$ cat src/sv/dq_pkg.sv
// shared constants, codes and types of the double-ended queue
package dq_pkg;

	localparam int DEPTH       = 256;
	localparam int IDX_W       = $clog2(DEPTH);
	localparam int CNT_W       = IDX_W + 1;
	localparam int DATA_W      = 32;
	localparam int MODE_W      = 2;
	localparam int STAT_W      = 2;
	localparam int S_TDATA_W   = 40;
	localparam int M_TDATA_W   = 48;
	// read-out tree reduces four nodes per level
	localparam int TREE_LVLS   = (IDX_W + 1) / 2;
	localparam int TREE_LEAVES = 1 << (2 * TREE_LVLS);
	localparam int WAIT_W      = (TREE_LVLS > 1) ? $clog2(TREE_LVLS) : 1;

	typedef enum logic [MODE_W-1:0] {
		OP_PUSH_FRONT = 2'd0,
		OP_PUSH_BACK  = 2'd1,
		OP_POP_FRONT  = 2'd2,
		OP_POP_BACK   = 2'd3
	} op_t;

	typedef enum logic [STAT_W-1:0] {
		STAT_OK    = 2'd0,
		STAT_EMPTY = 2'd1,
		STAT_FULL  = 2'd2
	} status_t;

	typedef enum logic [1:0] {
		S_IDLE,
		S_BUSY,
		S_HOLD
	} state_t;

	typedef struct packed {
		logic shift_right;
		logic shift_left;
		logic load;
		logic rd_sel;
	} cell_cmd_t;

endpackage

$ cat src/sv/dq_cell.sv
// one storage cell of the queue chain
module dq_cell (
	input  logic                      clk,
	input  dq_pkg::cell_cmd_t         cmd,
	input  logic [dq_pkg::DATA_W-1:0] push_value,
	input  logic [dq_pkg::DATA_W-1:0] left_data,
	input  logic [dq_pkg::DATA_W-1:0] right_data,
	output logic [dq_pkg::DATA_W-1:0] data,
	output logic [dq_pkg::DATA_W-1:0] rd_data
);

	logic [dq_pkg::DATA_W-1:0] data_q;

	always_ff @(posedge clk) begin
		if (cmd.shift_right) begin
			data_q <= left_data;
		end else if (cmd.shift_left) begin
			data_q <= right_data;
		end else if (cmd.load) begin
			data_q <= push_value;
		end
	end

	assign data    = data_q;
	assign rd_data = cmd.rd_sel ? data_q : '0;

endmodule

$ cat config.mk
export PLATFORM = sky130hd
export DESIGN_NAME = dq_cell
export DESIGN_NICKNAME = d
export VERILOG_FILES = /design/src/sv/dq_pkg.sv /design/src/sv/dq_cell.sv
export SDC_FILE = /design/constraint.sdc
export NUM_CORES = 1
export LEC_CHECK = 0
export BUFFER_PORTS_ARGS = -buffer_cell sky130_fd_sc_hd__buf_2
export CORE_AREA = 2 2 88 69
export CTS_BUF_LIST = sky130_fd_sc_hd__clkbuf_4 sky130_fd_sc_hd__clkbuf_8
export DETAILED_ROUTE_END_ITERATION = 10
export DIE_AREA = 0 0 90 71
export PLACE_DENSITY = 0.77
export SKIP_LAST_GASP = 1
export SYNTH_ARGS = -nofsm -noshare
export SYNTH_HDL_FRONTEND = slang
export SYNTH_SLANG_ARGS = --single-unit
$ cat constraint.sdc
create_clock -name clk -period 3.1 [get_ports clk]
set_input_delay 0.62 -clock clk [delete_from_list [all_inputs] [get_ports clk]]
set_output_delay 0.62 -clock clk [all_outputs]
set_load 0.02 [all_outputs]
==> impl_metrics.ini, run 1 <==
[drt]
via_per_inst = 4.37
route.detailed.drc = 0
dr.pass1.iters = 4
vias = 1814
wl_um = 4890
drt_iter0_drc = 65
wire_per_inst_um = 11.8
postRouteAntennaNets = 0

[setup_path]
path_class = in2out
cp.required_ps = 2480
worst_setup_path_start_kind = primary input
critPathCaptureType = primary output
worstPathArrival_ps = 1340
path_max_fanout = 32

[floorplanning]
io_pins = 165
dieArea_um2 = 6390
std_cell_rows = 24
start_util_pct = 33.7
core-area_um2 = 5590
fp.dieH_um = 71
die_x_um = 90

[run_status]
run_status = finished, final reports clean

[global_route]
grt_max_degree = 37
grt_antenna_before_repair = 0
grt_usage_pct = 15.5
grt_pass1_wl_um = 7970
grt_pass1_vias = 1777
overflow = 0

[clock_tree]
clock_path_buffers = 2
cts_resized = 0
h-tree-depth = 2
cts_tree = yes
cts_setup_buffers = 0
clock_sinks = 32
numCtsBuffers = 5
root_buffer = clkbuf_8
ctsHoldBuffers = 0
path_clk_slew_ps = 70

[layout]
nFillCells = 551
diodes = 0
nets = 437
drive_above_1_share_pct = 51.9
design_area_um2 = 2800
area_growth_pct = 48.5
largest_reg_flops = 32

[timing]
finalSetupViolCount = 0
fmax_mhz = 510
drv_slew = 0
period_needed_ps = 1960
rsz0062_at_grt = no
setup_slack_ps = 1140
worst_slew_pin_slew_ps = 592
finalCritPeriodShare_pct = 63.3
hold_violations = 0
finalSetupTns_ps = 0
slew_headroom_pct = 60.5

[synth]
yosysTopAreaCellShare_pct = 51.0
syn_avg_cell_area_um2 = 10.8
ys_ff_latch = 32
yosys-top-cells-area = edfxtp_1, mux2i_1, and2_1, o21ai_1, nand2_1
synth_top_cell_by_area = edfxtp_1
yosys_warnings = 0
ys_seq_area_share_pct = 51.0
syn_area_um2 = 1880
synthCells = 175
syn-num-nets = 276
synth.distinct_cells = 11

[placement]
dpl_worst_slack_ps = 1070
gp_congestion = 0.794
dp_hpwl_um = 3970
placedInstanceArea_um2 = 2720
io_buffer_count = 164

[hold_path]
hp-class = in2reg

[power]
p_total_mw = 1.22
leakagePower_nw = 1.47
ir_drop_uv = 187
power_density_nw_per_um2 = 436

[job]
drv_cap = 0
power by group:
| group | leakage (nW) | internal (mW) | switching, mW |
|---|---|---|---|
| Combinational | 1.09 | 0.150 | 0.210 |
| Sequential | 0.338 | 0.535 | 0.0232 |
| Clock | 0.0453 | 0.152 | 0.149 |
| Total | 1.47 | 0.837 | 0.382 |
worst max-delay path, stage by stage:
cell    delay (ps)
buf_2          370
and2_1         190
buf_2          160
routing by layer:
metal / share of wire [%] / vias to the layer above / global-route usage, %
met5: 0 / - / 0
met4: 0.74 / 0 / 4.62
met3: 8.7 / 2 / 3.83
met2: 49 / 93 / 27.5
met1: 41 / 782 / 19.0
li1: - / 937 / -
stage by stage:
stage                     cells  util [%]  hold WS, ps
after CTS                   415      50.1          620
after floorplan             175         -          811
after detailed placement    407      48.6          911
final                       415      50.1          626
after global placement      407      48.6          900
after global routing        415      50.1          628
Yosys cell counts:
| library cell | instances |
|---|---|
| buf_6 | 1 |
| buf_12 | 3 |
| nand2_1 | 32 |
| o21ai_1 | 30 |
| clkbuf_1 | 4 |
| or3_1 | 1 |
| buf_2 | 6 |
| and2_1 | 32 |
| edfxtp_1 | 32 |
| o21ai_0 | 2 |
| mux2i_1 | 32 |
placed cells by master, fill, tap and decap left out, types with 2 or more instances in the layout:
| cell | instances |
|---|---|
| o21ai_1 | 30 |
| clkbuf_8 | 5 |
| clkinv_2 | 2 |
| o21ai_0 | 2 |
| and2_1 | 32 |
| nand2_1 | 32 |
| mux2i_1 | 32 |
| buf_4 | 4 |
| edfxtp_1 | 32 |
| buf_2 | 164 |
kinds of logic after synthesis:
group	share of synthesized area (%)
compound gates	8.50
buf+inv	6.18
flops	51.0
mux	17.0
simple gates	17.3
worst paths after layout:
| check | start | to | slack, ps | cells past startpoint |
|---|---|---|---|---|
| worst max-delay path | cmd[0] | rd_data[19] | 1140 | 3 |
| worst min-delay path | left_data[30] | data[30] | 630 | 3 |
area by class of cell:
cell class,instances,area (um2),area share (%)
multi-input combinational,129,807,28.8
timing repair buffer,168,851,30.4
clock buffer,5,68.8,2.46
clock inverter,3,13.8,0.492
tap,78,97.6,3.49
sequential,32,961,34.3
Note: power is estimated with default switching activity, not from simulation.
==> inputs of run 2 (changes only) <==
Settings changed: PLACE_DENSITY 0.77 to 0.8.
Clock period 3.1 ns to 1.68 ns, I/O delays scaled along.
==> impl_metrics.ini, run 2 (synthesis gave the netlist of run 1 again) <==
[setup_path]
worstPathArrival_ps = 1080
crit_chain = buf_2, and2_1, buf_2
cp_slowest_cell = buf_2
critPathCaptureType = primary output
crit_family = buffers and inverters
crit_top_cell = buf_2
worst_setup_path_start_kind = primary input
cpPeakStageDelay_ps = 370
path_buf_inv = 2
cp.required_ps = 1340
path_max_fanout = 32
path_class = in2out

[placement]
placedCellCount = 408
gp_congestion = 0.762
dpl_worst_slack_ps = 245
dp_hpwl_um = 3880
io_buffer_count = 164

[layout]
nFillCells = 538
layout_common_cells = buf_2, mux2i_1, nand2_1, and2_1, edfxtp_1
nets = 438
final_cells = 416
diodes = 0
largest_reg_flops = 32
area_growth_pct = 49.2
drive_above_1_share_pct = 52.1
layout_commonest_cell = buf_2

[job]
drv_cap = 0

[global_route]
grt_pass1_wl_um = 7830
grt_pass1_vias = 1692
grt_usage_pct = 15.4
overflow = 0
grt_max_degree = 41
grt_antenna_before_repair = 0

[drt]
route.detailed.drc = 0
drt_iter0_drc = 56
via_per_inst = 4.34
wire_per_inst_um = 11.9
vias = 1807
dr.pass1.iters = 4
postRouteAntennaNets = 0
wl_um = 4970

[power]
power_density_nw_per_um2 = 807
p_total_mw = 2.27
ir_drop_uv = 331
leakagePower_nw = 1.48

[timing]
finalSetupViolCount = 0
rsz0062_at_grt = no
setup_slack_ps = 267
whs_ps = 350
slew_headroom_pct = 69.8
period_needed_ps = 1410
finalCritPeriodShare_pct = 84.1
worst_slew_pin_slew_ps = 453
drv_slew = 0
hold_violations = 0
finalSetupTns_ps = 0
fmax_mhz = 708

[floorplanning]
core-area_um2 = 5590
fp.dieH_um = 71
dieArea_um2 = 6390
std_cell_rows = 24
die_x_um = 90
start_util_pct = 33.7
io_pins = 165

[clock_tree]
path_clk_slew_ps = 60
cts_setup_buffers = 0
ctsHoldBuffers = 0
clock_path_buffers = 2
cts_resized = 0
numCtsBuffers = 5
root_buffer = clkbuf_8
clock_sinks = 32
cts_tree = yes
h-tree-depth = 2

[hold_path]
hp-class = in2reg
whs_path_depth = 3
hold_end = data[26]
hold_path.startpoint = left_data[26]

[run_status]
run_status = finished, final reports clean
## run 2: changes by cell type in the layout (fill, tap and decap cells not counted), sizes merged
cell,before,now
clkinv,3,1
buf,168,169
clkbuf,5,7
## run 2: where the power goes
part	internal [mW]	total, mW	switching, mW
Clock	0.320	0.568	0.248
Combinational	0.279	0.671	0.391
Sequential	0.988	1.03	0.0429
## run 2: per-stage QoR
step	cell area [um2]	util (%)
2_1_floorplan	1880	-
3_3_place_gp	2720	48.8
3_5_place_dp	2720	48.8
4_1_cts	2810	50.3
5_1_grt	2810	50.3
6_report	2810	50.3
## run 2: cell type report
type                            count  area, um2  area share (%)
Sequential cell                    32        961            34.2
Timing Repair Buffer              169        858            30.5
Multi-Input combinational cell    129        807            28.7
Tap cell                           78       97.6            3.47
Clock buffer                        7       83.8            2.98
Clock inverter                      1       3.75           0.134
## run 2: how the worst max path moves through the flow
| stage | from | end | slack, ps | depth (start not counted) |
|---|---|---|---|---|
| after global routing | cmd[0] | rd_data[14] | 160 | 3 |
| final | cmd[0] | rd_data[9] | 270 | 3 |
| after global placement | cmd[0] | rd_data[13] | 290 | 3 |
| after detailed placement | cmd[0] | rd_data[9] | 250 | 3 |
| after CTS | cmd[0] | rd_data[9] | 250 | 3 |
| after floorplan | cmd[2] | data[0] | 30 | 2 |
## run 2: routing by layer
layer | part of all wire [%] | routed length, um | global-route usage [%]
met5 | 0 | 0 | 0
met4 | 0.70 | 35 | 5.13
met1 | 40 | 2000 | 17.5
met2 | 52 | 2580 | 28.5
met3 | 7.0 | 349 | 3.83
